## src/sv/sap_pkg.sv

```systemverilog
// sap_pkg: sizes, status codes and shared types of the seat allocator
// no dependencies; compiled first
`default_nettype none
package sap_pkg;

   // pool and queue sizes
   localparam int MAX_SLOTS   = 64;
   localparam int QUEUE_DEPTH = 64;
   localparam int ID_BITS     = 16;

   // field widths of the channels
   localparam int OP_W        = 1;
   localparam int SLOT_NUM_W  = 7;
   localparam int STATUS_W    = 3;
   localparam int COUNT_W     = 7;

   // derived widths
   localparam int SLOT_IDX_W  = $clog2(MAX_SLOTS);
   localparam int CNT_W       = $clog2(MAX_SLOTS + 1);
   localparam int CMP_W       = (CNT_W > SLOT_NUM_W) ? CNT_W : SLOT_NUM_W;
   localparam int Q_IDX_W     = $clog2(QUEUE_DEPTH);
   localparam int Q_CNT_W     = $clog2(QUEUE_DEPTH + 1);

   // free-slot search tree: groups of eight slots
   localparam int GRP_SIZE    = 8;
   localparam int GRP_W       = $clog2(GRP_SIZE);
   localparam int NGRP        = (MAX_SLOTS + GRP_SIZE - 1) / GRP_SIZE;
   localparam int PAD_IDX_W   = $clog2(NGRP * GRP_SIZE);

   // opcodes
   localparam logic [OP_W-1:0] OP_BOOK   = 1'b0;
   localparam logic [OP_W-1:0] OP_CANCEL = 1'b1;

   // result status codes
   localparam logic [STATUS_W-1:0] STAT_BOOKED      = 3'd0;
   localparam logic [STATUS_W-1:0] STAT_QUEUED      = 3'd1;
   localparam logic [STATUS_W-1:0] STAT_RELEASED    = 3'd2;
   localparam logic [STATUS_W-1:0] STAT_REASSIGNED  = 3'd3;
   localparam logic [STATUS_W-1:0] STAT_INVALID     = 3'd4;
   localparam logic [STATUS_W-1:0] STAT_ALREADYFREE = 3'd5;
   localparam logic [STATUS_W-1:0] STAT_QUEUEFULL   = 3'd6;

   // answer of the free-slot search
   typedef struct packed {
      logic                  found;
      logic [SLOT_IDX_W-1:0] index;
   } search_type;

endpackage : sap_pkg
`default_nettype wire

```

## src/sv/sap_channels.sv

```systemverilog
// sap_channels: valid/ready channel interfaces for requests, results and the csr write
// depends on sap_pkg
`default_nettype none

// request channel
interface sap_req_if
   import sap_pkg::*;
   ();
   logic                  valid;
   logic                  ready;
   logic [OP_W-1:0]       opcode;
   logic [ID_BITS-1:0]    requester_id;
   logic [SLOT_NUM_W-1:0] target_slot;

   modport source (output valid, output opcode, output requester_id,
                   output target_slot, input ready);
   modport sink   (input valid, input opcode, input requester_id,
                   input target_slot, output ready);
endinterface : sap_req_if

// result channel
interface sap_rsp_if
   import sap_pkg::*;
   ();
   logic                  valid;
   logic                  ready;
   logic [STATUS_W-1:0]   status;
   logic [SLOT_NUM_W-1:0] slot_number;
   logic [ID_BITS-1:0]    released_id;
   logic [ID_BITS-1:0]    assigned_id;
   logic [COUNT_W-1:0]    waiting_count;

   modport source (output valid, output status, output slot_number,
                   output released_id, output assigned_id,
                   output waiting_count, input ready);
   modport sink   (input valid, input status, input slot_number,
                   input released_id, input assigned_id,
                   input waiting_count, output ready);
endinterface : sap_rsp_if

// configuration write channel
interface sap_csr_if
   import sap_pkg::*;
   ();
   logic                  valid;
   logic                  ready;
   logic [SLOT_NUM_W-1:0] slots_in_use;

   modport source (output valid, output slots_in_use, input ready);
   modport sink   (input valid, input slots_in_use, output ready);
endinterface : sap_csr_if

`default_nettype wire

```

## src/sv/sap_ram.sv

```systemverilog
// sap_ram: generic one-write one-read synchronous ram, registered read data
// no dependencies
`default_nettype none
module sap_ram #(
   parameter int DEPTH = 64,
   parameter int WIDTH = 16
) (
   input  wire logic                     clock,
   input  wire logic                     wr_en,
   input  wire logic [$clog2(DEPTH)-1:0] wr_addr,
   input  wire logic [WIDTH-1:0]         wr_data,
   input  wire logic                     rd_en,
   input  wire logic [$clog2(DEPTH)-1:0] rd_addr,
   output      logic [WIDTH-1:0]         rd_data
);

   logic [WIDTH-1:0] mem [DEPTH];
   logic [WIDTH-1:0] rd_data_ff;

   // write port
   always_ff @(posedge clock) begin
      if (wr_en) begin
         mem[wr_addr] <= wr_data;
      end
   end

   // read port, data held until the next read
   always_ff @(posedge clock) begin
      if (rd_en) begin
         rd_data_ff <= mem[rd_addr];
      end
   end

   assign rd_data = rd_data_ff;

endmodule : sap_ram
`default_nettype wire

```

## src/sv/sap_search.sv

```systemverilog
// sap_search: two-level lowest-free-slot search, group encoders registered
// depends on sap_pkg
`default_nettype none
module sap_search
   import sap_pkg::*;
(
   input  wire logic                 clock,
   input  wire logic                 load,
   input  wire logic [MAX_SLOTS-1:0] free_vec,
   output      search_type           result
);

   logic [NGRP*GRP_SIZE-1:0] pad_vec;
   logic [NGRP-1:0]          grp_any_in;
   logic [NGRP-1:0]          grp_any_ff;
   logic [GRP_W-1:0]         grp_idx_in [NGRP];
   logic [GRP_W-1:0]         grp_idx_ff [NGRP];
   logic [PAD_IDX_W-1:0]     idx_wide;

   // first level: lowest free slot inside each group
   always_comb begin
      pad_vec = '0;
      pad_vec[MAX_SLOTS-1:0] = free_vec;
      for (int g = 0; g < NGRP; g++) begin
         grp_any_in[g] = 1'b0;
         grp_idx_in[g] = '0;
         for (int k = GRP_SIZE - 1; k >= 0; k--) begin
            if (pad_vec[g*GRP_SIZE + k]) begin
               grp_any_in[g] = 1'b1;
               grp_idx_in[g] = GRP_W'(k);
            end
         end
      end
   end

   always_ff @(posedge clock) begin
      if (load) begin
         grp_any_ff <= grp_any_in;
         grp_idx_ff <= grp_idx_in;
      end
   end

   // second level: lowest group with a free slot
   always_comb begin
      result.found = 1'b0;
      idx_wide     = '0;
      for (int g = NGRP - 1; g >= 0; g--) begin
         if (grp_any_ff[g]) begin
            result.found = 1'b1;
            idx_wide     = PAD_IDX_W'(g * GRP_SIZE) | PAD_IDX_W'(grp_idx_ff[g]);
         end
      end
      result.index = SLOT_IDX_W'(idx_wide);
   end

endmodule : sap_search
`default_nettype wire

```

## src/sv/seat_allocator_with_waitlist_core.sv

```systemverilog
// seat_allocator_with_waitlist_core: slot pool with first-free booking and a fifo waitlist
// depends on sap_pkg, sap_channels, sap_ram, sap_search
//
//   channel | dir | transfer when      | carries
//   req     | in  | valid & ready      | opcode, requester_id, target_slot
//   rsp     | out | valid & ready      | status, slot_number, released_id, assigned_id,
//           |     |                    | waiting_count
//   csr     | in  | valid & ready      | slots_in_use (ready always high)
//
// a request is accepted, then executed: the accept cycle reads the owner and waitlist rams
// and registers the group level of the free-slot search; the execute cycle decides,
// writes the owner ram or the waitlist ram as needed and loads the result register.
// execute waits while an earlier result is still held; the next request is taken
// once execute has written back, so one request is in flight at a time.
// reset clears slot taken bits, queue pointers and count, sets slots_in_use to 64.
`default_nettype none
module seat_allocator_with_waitlist_core
   import sap_pkg::*;
(
   input  wire logic clock,
   input  wire logic reset,
   sap_req_if.sink   req_if,
   sap_rsp_if.source rsp_if,
   sap_csr_if.sink   csr_if
);

   localparam logic ST_IDLE = 1'b0;
   localparam logic ST_EXEC = 1'b1;

   logic                  state_ff, state_in;
   logic [SLOT_NUM_W-1:0] slots_ff;
   logic [MAX_SLOTS-1:0]  taken_ff, taken_in;
   logic [Q_IDX_W-1:0]    head_ff, head_in, tail_ff, tail_in;
   logic [Q_CNT_W-1:0]    fill_ff, fill_in;

   logic [OP_W-1:0]       op_ff;
   logic [ID_BITS-1:0]    id_ff;
   logic [SLOT_NUM_W-1:0] target_ff;

   logic                  rsp_valid_ff, rsp_valid_in;
   logic [STATUS_W-1:0]   status_ff, status_in;
   logic [SLOT_NUM_W-1:0] slot_num_ff, slot_num_in;
   logic [ID_BITS-1:0]    rel_id_ff, rel_id_in, asg_id_ff, asg_id_in;
   logic [COUNT_W-1:0]    wcount_ff, wcount_in;

   logic                  req_fire, exec_done;
   logic [CNT_W-1:0]      active_n;
   logic [MAX_SLOTS-1:0]  free_vec;
   search_type            search;
   logic [SLOT_IDX_W-1:0] req_idx, tgt_idx;
   logic                  tgt_invalid;

   logic                  own_we;
   logic [SLOT_IDX_W-1:0] own_waddr;
   logic [ID_BITS-1:0]    own_wdata, own_rdata, q_rdata;
   logic                  q_we;

   // handshakes
   assign req_if.ready = (state_ff == ST_IDLE);
   assign csr_if.ready = 1'b1;
   assign req_fire     = req_if.valid && req_if.ready;
   assign exec_done    = (state_ff == ST_EXEC) && (!rsp_valid_ff || rsp_if.ready);

   // slot count capped at pool size
   always_comb begin
      if (CMP_W'(slots_ff) > CMP_W'(MAX_SLOTS)) begin
         active_n = CNT_W'(MAX_SLOTS);
      end else begin
         active_n = CNT_W'(slots_ff);
      end
      for (int i = 0; i < MAX_SLOTS; i++) begin
         free_vec[i] = !taken_ff[i] && (CMP_W'(i) < CMP_W'(active_n));
      end
   end

   // ram addresses from the incoming and the held request
   assign req_idx     = SLOT_IDX_W'(req_if.target_slot - SLOT_NUM_W'(1));
   assign tgt_idx     = SLOT_IDX_W'(target_ff - SLOT_NUM_W'(1));
   assign tgt_invalid = (target_ff == '0) || (CMP_W'(target_ff) > CMP_W'(active_n));

   sap_search u_search (
      .clock    (clock),
      .load     (req_fire),
      .free_vec (free_vec),
      .result   (search)
   );

   sap_ram #(.DEPTH(MAX_SLOTS), .WIDTH(ID_BITS)) u_owner_ram (
      .clock   (clock),
      .wr_en   (own_we),
      .wr_addr (own_waddr),
      .wr_data (own_wdata),
      .rd_en   (req_fire),
      .rd_addr (req_idx),
      .rd_data (own_rdata)
   );

   sap_ram #(.DEPTH(QUEUE_DEPTH), .WIDTH(ID_BITS)) u_wait_ram (
      .clock   (clock),
      .wr_en   (q_we),
      .wr_addr (tail_ff),
      .wr_data (id_ff),
      .rd_en   (req_fire),
      .rd_addr (head_ff),
      .rd_data (q_rdata)
   );

   // execute: decide the outcome and the write-back
   always_comb begin
      state_in     = state_ff;
      taken_in     = taken_ff;
      head_in      = head_ff;
      tail_in      = tail_ff;
      fill_in      = fill_ff;
      own_we       = 1'b0;
      own_waddr    = tgt_idx;
      own_wdata    = q_rdata;
      q_we         = 1'b0;
      rsp_valid_in = rsp_valid_ff && !rsp_if.ready;
      status_in    = status_ff;
      slot_num_in  = slot_num_ff;
      rel_id_in    = rel_id_ff;
      asg_id_in    = asg_id_ff;
      wcount_in    = wcount_ff;

      if (req_fire) begin
         state_in = ST_EXEC;
      end

      if (exec_done) begin
         state_in     = ST_IDLE;
         rsp_valid_in = 1'b1;
         status_in    = STAT_INVALID;
         slot_num_in  = '0;
         rel_id_in    = '0;
         asg_id_in    = '0;
         if (op_ff == OP_BOOK) begin
            if (search.found) begin
               taken_in[search.index] = 1'b1;
               own_we      = 1'b1;
               own_waddr   = search.index;
               own_wdata   = id_ff;
               status_in   = STAT_BOOKED;
               slot_num_in = SLOT_NUM_W'(search.index) + SLOT_NUM_W'(1);
               asg_id_in   = id_ff;
            end else if (fill_ff == Q_CNT_W'(QUEUE_DEPTH)) begin
               status_in = STAT_QUEUEFULL;
            end else begin
               q_we      = 1'b1;
               tail_in   = (tail_ff == Q_IDX_W'(QUEUE_DEPTH - 1)) ? '0 : tail_ff + 1'b1;
               fill_in   = fill_ff + 1'b1;
               status_in = STAT_QUEUED;
            end
         end else if (tgt_invalid) begin
            status_in = STAT_INVALID;
         end else if (!taken_ff[tgt_idx]) begin
            status_in = STAT_ALREADYFREE;
         end else begin
            slot_num_in = target_ff;
            rel_id_in   = own_rdata;
            if (fill_ff != '0) begin
               // head of the waitlist takes the slot over
               own_we    = 1'b1;
               head_in   = (head_ff == Q_IDX_W'(QUEUE_DEPTH - 1)) ? '0 : head_ff + 1'b1;
               fill_in   = fill_ff - 1'b1;
               status_in = STAT_REASSIGNED;
               asg_id_in = q_rdata;
            end else begin
               taken_in[tgt_idx] = 1'b0;
               status_in = STAT_RELEASED;
            end
         end
         wcount_in = COUNT_W'(fill_in);
      end
   end

   // control state
   always_ff @(posedge clock) begin
      if (reset) begin
         state_ff     <= ST_IDLE;
         slots_ff     <= SLOT_NUM_W'(64);
         taken_ff     <= '0;
         head_ff      <= '0;
         tail_ff      <= '0;
         fill_ff      <= '0;
         rsp_valid_ff <= 1'b0;
      end else begin
         state_ff     <= state_in;
         taken_ff     <= taken_in;
         head_ff      <= head_in;
         tail_ff      <= tail_in;
         fill_ff      <= fill_in;
         rsp_valid_ff <= rsp_valid_in;
         if (csr_if.valid && csr_if.ready) begin
            slots_ff <= csr_if.slots_in_use;
         end
      end
   end

   // request and result payload
   always_ff @(posedge clock) begin
      if (req_fire) begin
         op_ff     <= req_if.opcode;
         id_ff     <= req_if.requester_id;
         target_ff <= req_if.target_slot;
      end
      status_ff   <= status_in;
      slot_num_ff <= slot_num_in;
      rel_id_ff   <= rel_id_in;
      asg_id_ff   <= asg_id_in;
      wcount_ff   <= wcount_in;
   end

   assign rsp_if.valid         = rsp_valid_ff;
   assign rsp_if.status        = status_ff;
   assign rsp_if.slot_number   = slot_num_ff;
   assign rsp_if.released_id   = rel_id_ff;
   assign rsp_if.assigned_id   = asg_id_ff;
   assign rsp_if.waiting_count = wcount_ff;

   // checks
   a_fill_bound: assert property (@(posedge clock) disable iff (reset)
      fill_ff <= Q_CNT_W'(QUEUE_DEPTH))
      else $error("waitlist count above depth");

   a_exec_result: assert property (@(posedge clock) disable iff (reset)
      exec_done |=> rsp_valid_ff && (state_ff == ST_IDLE))
      else $error("execute finished without a result");

   a_reassign_pop: assert property (@(posedge clock) disable iff (reset)
      exec_done && (op_ff == OP_CANCEL) && !tgt_invalid && taken_ff[tgt_idx]
         && (fill_ff != '0)
      |=> (fill_ff == $past(fill_ff) - 1'b1) && (status_ff == STAT_REASSIGNED))
      else $error("reassignment did not pop the waitlist");

   a_queue_only_full: assert property (@(posedge clock) disable iff (reset)
      q_we |-> !search.found && (fill_ff != Q_CNT_W'(QUEUE_DEPTH)))
      else $error("waitlist written while a slot was free or queue full");

endmodule : seat_allocator_with_waitlist_core
`default_nettype wire
```

## src/flat_wrapper.sv

```systemverilog
// flat-port wrapper written by rule: the top's interface ports become plain ports
module seat_allocator_with_waitlist_core_flat import sap_pkg::*;
  (clock, reset, req_if_valid, req_if_opcode, req_if_requester_id, req_if_target_slot, req_if_ready, rsp_if_valid, rsp_if_status, rsp_if_slot_number, rsp_if_released_id, rsp_if_assigned_id, rsp_if_waiting_count, rsp_if_ready, csr_if_valid, csr_if_slots_in_use, csr_if_ready);
  sap_req_if req_if_i ();
  sap_rsp_if rsp_if_i ();
  sap_csr_if csr_if_i ();
  input  wire logic clock;
  input  wire logic reset;
  input wire logic [$bits(req_if_i.valid)-1:0] req_if_valid;
  input wire logic [$bits(req_if_i.opcode)-1:0] req_if_opcode;
  input wire logic [$bits(req_if_i.requester_id)-1:0] req_if_requester_id;
  input wire logic [$bits(req_if_i.target_slot)-1:0] req_if_target_slot;
  output wire logic [$bits(req_if_i.ready)-1:0] req_if_ready;
  output wire logic [$bits(rsp_if_i.valid)-1:0] rsp_if_valid;
  output wire logic [$bits(rsp_if_i.status)-1:0] rsp_if_status;
  output wire logic [$bits(rsp_if_i.slot_number)-1:0] rsp_if_slot_number;
  output wire logic [$bits(rsp_if_i.released_id)-1:0] rsp_if_released_id;
  output wire logic [$bits(rsp_if_i.assigned_id)-1:0] rsp_if_assigned_id;
  output wire logic [$bits(rsp_if_i.waiting_count)-1:0] rsp_if_waiting_count;
  input wire logic [$bits(rsp_if_i.ready)-1:0] rsp_if_ready;
  input wire logic [$bits(csr_if_i.valid)-1:0] csr_if_valid;
  input wire logic [$bits(csr_if_i.slots_in_use)-1:0] csr_if_slots_in_use;
  output wire logic [$bits(csr_if_i.ready)-1:0] csr_if_ready;
  assign req_if_i.valid = req_if_valid;
  assign req_if_i.opcode = req_if_opcode;
  assign req_if_i.requester_id = req_if_requester_id;
  assign req_if_i.target_slot = req_if_target_slot;
  assign req_if_ready = req_if_i.ready;
  assign rsp_if_valid = rsp_if_i.valid;
  assign rsp_if_status = rsp_if_i.status;
  assign rsp_if_slot_number = rsp_if_i.slot_number;
  assign rsp_if_released_id = rsp_if_i.released_id;
  assign rsp_if_assigned_id = rsp_if_i.assigned_id;
  assign rsp_if_waiting_count = rsp_if_i.waiting_count;
  assign rsp_if_i.ready = rsp_if_ready;
  assign csr_if_i.valid = csr_if_valid;
  assign csr_if_i.slots_in_use = csr_if_slots_in_use;
  assign csr_if_ready = csr_if_i.ready;
  seat_allocator_with_waitlist_core u_core (.clock(clock), .reset(reset), .req_if(req_if_i), .rsp_if(rsp_if_i), .csr_if(csr_if_i));
endmodule
```

## config.mk

```make
export PLATFORM = sky130hd
export DESIGN_NAME = seat_allocator_with_waitlist_core_flat
export DESIGN_NICKNAME = d
export VERILOG_FILES = /design/src/sv/sap_pkg.sv /design/src/sv/sap_channels.sv /design/src/sv/sap_ram.sv /design/src/sv/sap_search.sv /design/src/sv/seat_allocator_with_waitlist_core.sv /design/src/flat_wrapper.sv
export SDC_FILE = /design/constraint.sdc
export NUM_CORES = 2
export LEC_CHECK = 0
export ABC_AREA = 0
export ABC_CLOCK_PERIOD_IN_PS = 5630
export BUFFER_PORTS_ARGS = -buffer_cell sky130_fd_sc_hd__buf_2
export CORE_ASPECT_RATIO = 0.9
export CORE_MARGIN = 1.5
export CORE_UTILIZATION = 60
export CTS_CLUSTER_DIAMETER = 80
export CTS_CLUSTER_SIZE = 16
export DETAILED_ROUTE_END_ITERATION = 10
export PLACE_DENSITY = 0.76
export SLEW_MARGIN = 5
export SYNTH_ARGS = -nofsm -noshare
export SYNTH_HDL_FRONTEND = slang
export SYNTH_SLANG_ARGS = --single-unit
```

## constraint.sdc

```tcl
create_clock -name clock -period 5.63 [get_ports clock]
set_input_delay 0.2815 -clock clock [delete_from_list [all_inputs] [get_ports clock]]
set_output_delay 0.2815 -clock clock [all_outputs]
set_load 0.05 [all_outputs]
```

### Word level (Yosys, flattened, before mapping)

Memory sizes are Yosys's and may differ from the RTL's. A register that Yosys moved wholly into a read port is not among the register bits.
Cells that the tools add are included.

| operators by class | value |
|---|---|
| bitwise operators | 9 |
| equality and inequality tests | 6 |
| add/sub/neg operators | 7 |
| reduce and logical (&&, ||, !) cells | 169 |
| multiplexer cells | 136 |
| magnitude comparators | 70 |

Operators with widths:

| cell | count |
|---|---|
| $mux W64 | 5 |
| $lt A6 B7 Y1 const A | 32 |
| $mux W16 | 8 |
| $lt A5 B7 Y1 const A | 16 |
| $mux W3 | 37 |
| $mux W6 | 13 |
| $mux W7 | 11 |
| $logic_and A1 B1 Y1 | 69 |
| $logic_not A1 Y1 | 66 |
| $and A64 B64 Y64 | 1 |
| $not A64 Y64 | 1 |
| $or A64 B64 Y64 | 1 |
| $lt A4 B7 Y1 const A | 8 |
| $reduce_or A7 Y1 | 8 |
| $mux W1 | 43 |
| $mux W2 | 16 |
| $reduce_or A4 Y1 | 8 |
| $lt A3 B7 Y1 const A | 4 |
| $reduce_or A2 Y1 | 9 |
| $lt A1 B7 Y1 const A | 2 |
| $lt A2 B7 Y1 const A | 2 |
| $lt A6 B7 Y1 const B | 2 |
| $add A6 B1 Y6 const B | 2 |
| $demux W1 S6 | 2 |
| other kinds (19) | 31 |

| word-level totals | value |
|---|---|
| memories | 2 |
| output and inout port bits | 52 |
| RAM bits | 2048 |
| input port bits | 36 |
| register bits after elaboration | 197 |
| logic and storage cells | 446 |

Memories:

| memory | depth | width | read ports | clocked after Yosys merged registers in | wr ports | RTL line | RTL |
|---|---|---|---|---|---|---|---|
| u_core.u_owner_ram.mem | 64 | 16 | 1 | 1 | 1 | sap_ram.sv:17 | `logic [WIDTH-1:0] mem [DEPTH];` |
| u_core.u_wait_ram.mem | 64 | 16 | 1 | 1 | 1 | sap_ram.sv:17 |  |

### Depth between registers and ports, before layout

| depth | value |
|---|---|
| depth after elaboration | 15 |
| mapped depth | 15 |
| gate-level depth less buffers | 11 |

### Hierarchy

Synthesis repeated with hierarchy kept, for this count alone.

| second synthesis, totals | value |
|---|---|
| cells, all modules | 4850 |
| area, all modules | 91211.2 µm² |

By module, submodules not included:

| module | cells an instance | sequential area each (µm²) | instances | area each (µm²) |
|---|---|---|---|---|
| sap_ram at u_core.u_wait_ram | 1829 | 31230.0 | 1 | 40202.3 |
| sap_ram at u_core.u_owner_ram | 1828 | 31230.0 | 1 | 40179.8 |
| seat_allocator_with_waitlist_core | 1010 | 4033.9 | 1 | 9042.4 |
| sap_search | 183 | 960.9 | 1 | 1786.7 |

### Worst setup path before layout

OpenSTA, ideal clock, no wires.

| path | value |
|---|---|
| path type | flip-flop to flip-flop |
| from | reg u_core.state_ff |
| to | reg u_core.id_ff[0], enable pin |
| cell stages (with the launch flop) | 2 |
| data required time | 5084 ps |
| path slack | 844 ps |
| arrival | 4240 ps |
| period minus slack after synthesis | 4786 ps |
| buffers on the path | 0 |
| library setup time | 546 ps |
| cell sequence | dfxtp_1 -> nor2b_1 |

| between the ends | value |
|---|---|
| cells in the longest elaborated chain, start to end | 2 |

Ends and longest elaborated chain:

| what | RTL line | RTL |
|---|---|---|
| start: declaration | seat_allocator_with_waitlist_core.sv:30 | `logic state_ff, state_in;` |
| start signal: assignment | seat_allocator_with_waitlist_core.sv:188 | `state_ff <= state_in;` |
| $not A1 Y1 | seat_allocator_with_waitlist_core.sv:59 | `assign req_if.ready = (state_ff == ST_IDLE);` |
| $logic_and A1 B1 Y1 | seat_allocator_with_waitlist_core.sv:61 | `assign req_fire = req_if.valid && req_if.ready;` |
| named net u_core.req_fire | seat_allocator_with_waitlist_core.sv:46 | `logic req_fire, exec_done;` |
| end signal: assignment | seat_allocator_with_waitlist_core.sv:204 | `id_ff <= req_if.requester_id;` |
| end: declaration | seat_allocator_with_waitlist_core.sv:37 | `logic [ID_BITS-1:0] id_ff;` |

The timed path passes the listed nets, and every way through them passes these cells.
A chain may end at the register's enable or synchronous reset.

### Final worst setup path

| path | value |
|---|---|
| from | reg u_core.target_ff[0] |
| to | mem u_core.u_owner_ram.mem[16][3], enable pin |

| between the ends | value |
|---|---|
| cells in the longest elaborated chain, start to end | 9 |
| elaborated cells on any way between the ends | 15 |
| classes of those cells | 1 x add/sub; 1 x order compare; 11 x mux; 2 x reduce/logical |

Ends and longest elaborated chain:

| what | RTL line | RTL |
|---|---|---|
| start: declaration | seat_allocator_with_waitlist_core.sv:38 | `logic [SLOT_NUM_W-1:0] target_ff;` |
| start signal: assignment | seat_allocator_with_waitlist_core.sv:205 | `target_ff <= req_if.target_slot;` |
| $sub A6 B1 Y6 | seat_allocator_with_waitlist_core.sv:78 | `assign tgt_idx = SLOT_IDX_W'(target_ff - SLOT_NUM_W'(1));` |
| $bmux W1 S6 | seat_allocator_with_waitlist_core.sv:156 | `end else if (!taken_ff[tgt_idx]) begin` |
| $mux W1 (implied by the code) | seat_allocator_with_waitlist_core.sv:156 |  |
| $mux W1 | seat_allocator_with_waitlist_core.sv:156 |  |
| $mux W1 | seat_allocator_with_waitlist_core.sv:154 | `end else if (tgt_invalid) begin` |
| $mux W1 | seat_allocator_with_waitlist_core.sv:137 | `if (op_ff == OP_BOOK) begin` |
| $mux W1 | seat_allocator_with_waitlist_core.sv:130 | `if (exec_done) begin` |
| $mux W1 | sap_ram.sv:22 | `if (wr_en) begin` |
| $mux W1 (implied by the code) | sap_ram.sv:23 | `mem[wr_addr] <= wr_data;` |
| end: declaration | sap_ram.sv:17 |  |

Parallel ways exist; a longest one is shown, timed or not. The select of a mux whose other input is x is not followed.

==> out/metrics.csv <==
stage;metric;value;unit
worst_hold_path;Hold Path Depth;2;
sta;Fmax achieved;192;MHz
route;DRC;0;
yosys;largest family of logic cells by synthesized area;multiplexers;
cts;TritonCTS clock tree;yes;
yosys;simple-gate share of the synthesized area;3.23;%
floorplan;Core Footprint;0.149;mm2
sta;final hold violation count;0;
yosys;Yosys warnings;0;
final_layout;Final #Nets;4622;
run_status;status;complete, no violations;
sta;Worst Skew;47.0;ps
route;via count;46985;
pwr;Leak;30.3;nW
sta;slew margin rel.;11.7;%
global_route;global-route wire length before repair;327000;um
yosys;ys async rst share;0;%
cts;CTS hold repair buffers;41;
placement;post-DP HPWL;140000;um
worst_hold_path;Hold WC Path Type;in2reg;
global_route;antenna violations before repair;22;
yosys;Synth Area in Compound Gates;3.05;%
sta;Setup-failing EPs final;0;
route;vias per cell;7.11;
yosys;Adder-Cell Fraction of Synth Area;0.208;%
final_layout;flip-flop and latch area;0.0675;mm2
cts;Num CTS Buffers;161;
cts;clock sink count;2277;
floorplan;Initial Util;60.6;%
yosys;Post-Synth XOR/XNOR Area;0.183;%
setup_path;Crit path arrival time;5710;ps
sta;total negative slack;0;ps
route;1st-iter DRT viols;8191;
pwr;pwr dens;321;mW/mm2
yosys;multiplexer share of the synthesized area;17.2;%
yosys;FF+latch count, synth;2277;
global_route;gr usage total;30.3;%
sta;Tcrit/Tclk final;92.7;%
final_layout;synth-to-layout area growth;10.0;%
cts;# H-tree levels;4;
final_layout;fraction of layout instances using a drive strength above 1;28.2;%
cts;Clk Latency, worst-skew pair;830;ps
route;WL final;228000;um
yosys;Synth Cell Area;0.0901;mm2
yosys;synthesized instance count;4322;
floorplan;IO Count;88;
placement;GP Congestion;0.998;
yosys;EDFF count, synth;2185;
cts;Max clock buf depth;3;
global_route;largest net degree at the start of global routing;91;
final_layout;most frequent cells in the layout;2185 x edfxtp_1, 679 x mux4_2, 191 x buf_4, 164 x clkbuf_16, 156 x nand2_1;
floorplan;Rows;134;
yosys;Cell variety after synth;84;
pwr;VDD IR max;0.000337;V
sta;unrepaired setup endpoints after global routing;no;
final_layout;commonest non-fill, non-tap cell in the layout;edfxtp_1;
global_route;vias in the first global route;44882;
cts;Post CTS Setup Buffer Count;0;
placement;Port Buf Inserts;86;
yosys;Post-Synthesis Net Count;4373;
global_route;GRT overflow;0;
route;drt first pass iters;8;
cts;clock root cell;clkbuf_16;
cts;Clock transition at path regs;70;ps
setup_path;worst-path maximum fanout;16;
yosys;sequential share of the synthesized area;74.9;%
sta;worst slew pin tran;1320;ps
floorplan;Die H;371;um
cts;post-cts resize count;0;
sta;clock period minus worst slack;5220;ps
yosys;Top FF cell, synth;edfxtp_1;
setup_path;Worst setup SP type;flip-flop;
route;WL per Instance;34.5;um
sta;hold slack final;188;ps
yosys;Avg Inst Size Synth;20.9;um2
setup_path;Worst Setup End Kind;flip-flop;
setup_path;Worst EP required;6120;ps
final_layout;filler cell count;9008;
route;Detail Route Antenna Nets;0;
floorplan;die area;0.153;mm2
setup_path;Setup CP Type;reg2reg;
floorplan;chip width;412;um
final_layout;Multi-input gate area;0.0219;mm2
sta;Slew Limit Fails;0;
setup_path;cell count of the worst reg-to-reg path;13;
job;Max-Cap Viols;0;
metrics by stage:
stage	cell area, um2	instances	worst slack (ps)	power, W	utilization (%)
global route	99100	6600	260	0.0325	66.7
CTS	99100	6598	586	0.0318	66.7
global placement	94200	6339	765	0.0212	63.4
detailed placement	94200	6339	635	0.0212	63.4
floorplan	90100	4322	844	0.0204	-
finish	99100	6604	411	0.0318	66.7
Yosys cell counts (40+ instances only):
cell type  number  area [um2]
a21oi_1        91         455
buf_1          56         210
clkbuf_1      165         619
dfxtp_1        92        1840
edfxtp_1     2185       65600
inv_1          42         158
mux4_2        679       15300
nand2_1       172         646
nand3_1        40         200
nor2_1        210         788
nor3_1         40         200
o21ai_0        95         475
o311ai_0       64         561
registers in the layout, summed over array words and instances (netlist names), 6 cells and up:
signal / cells
u_core.u_owner_ram.mem: 1024
u_core.u_wait_ram.mem: 1024
u_core.taken_ff: 64
u_core.u_search.grp_idx_ff: 24
u_core.id_ff: 16
u_core.rsp_if.assigned_id: 16
u_core.rsp_if.released_id: 16
u_core.u_owner_ram.rd_data: 16
u_core.u_wait_ram.rd_data: 16
u_core.u_search.grp_any_ff: 8
u_core.fill_ff: 7
u_core.rsp_if.slot_number: 7
u_core.rsp_if.waiting_count: 7
u_core.slots_ff: 7
u_core.target_ff: 7
u_core.head_ff: 6
u_core.tail_ff: 6
worst max-delay path, cell delays in order (launching register included):
cell and delay, ps:
edfxtp_1 400, inv_1 70, buf_4 220, ha_1 320, xor2_2 680, o221ai_1 260, a32oi_1 240, a2bb2oi_1 250
o221ai_2 230, nor3_4 810, a32oi_2 530, buf_4 380, nor3_2 180, buf_4 300
layout make-up:
type | instances | share of cell area, %
Antenna cell | 6 | 0.0151
Clock buffer | 207 | 4.31
Timing Repair Buffer | 335 | 2.65
Sequential cell | 2277 | 68.0
Multi-Input combinational cell | 1754 | 22.1
Clock inverter | 11 | 0.215
Inverter | 42 | 0.162
Tap cell | 1972 | 2.49
power breakdown:
group          switching [W]  leakage [nW]  internal, W
combinational        0.00146          7.65     0.000666
clock                0.00548          2.17      0.00537
sequential         0.0000631          20.5       0.0187
total                0.00701          30.3       0.0248
per-layer routing:
metal  wire, um  vias up  part of all wire, %  track usage (%)
li1           -    18494                    -                -
met1      88200    24507                   39             46.9
met2     101000     3531                   44             43.0
met3      31300      423                   14             8.32
met4       7190       30                  3.2             8.35
met5        202        -                0.089                0
kinds of logic (layout without fill, tap and decap cells):
group	count (synthesis)	count (layout)
XOR/XNOR	18	18
adder cells (fa/ha/maj)	15	15
flip-flops	2277	2277
AO/OA/AOI/OAI	405	405
multiplexers	697	697
other	1	7
buffers and inverters	291	595
AND/OR/NAND/NOR	618	618
final timing paths:
check / slack (ps) / startpoint / to
setup / recovery: 410 / u_core.target_ff[0]$_DFFE_PP_ / u_core.u_owner_ram.mem[16][3]$_DFFE_PP_
hold reg to reg: 510 / u_core.taken_ff[59]$_SDFFE_PP0P_ / u_core.taken_ff[59]$_SDFFE_PP0P_
hold / removal: 190 / req_if_requester_id[4] / u_core.id_ff[4]$_DFFE_PP_
setup reg to reg: 410 / u_core.target_ff[0]$_DFFE_PP_ / u_core.u_owner_ram.mem[16][3]$_DFFE_PP_
(Power assumes the default switching activity.)
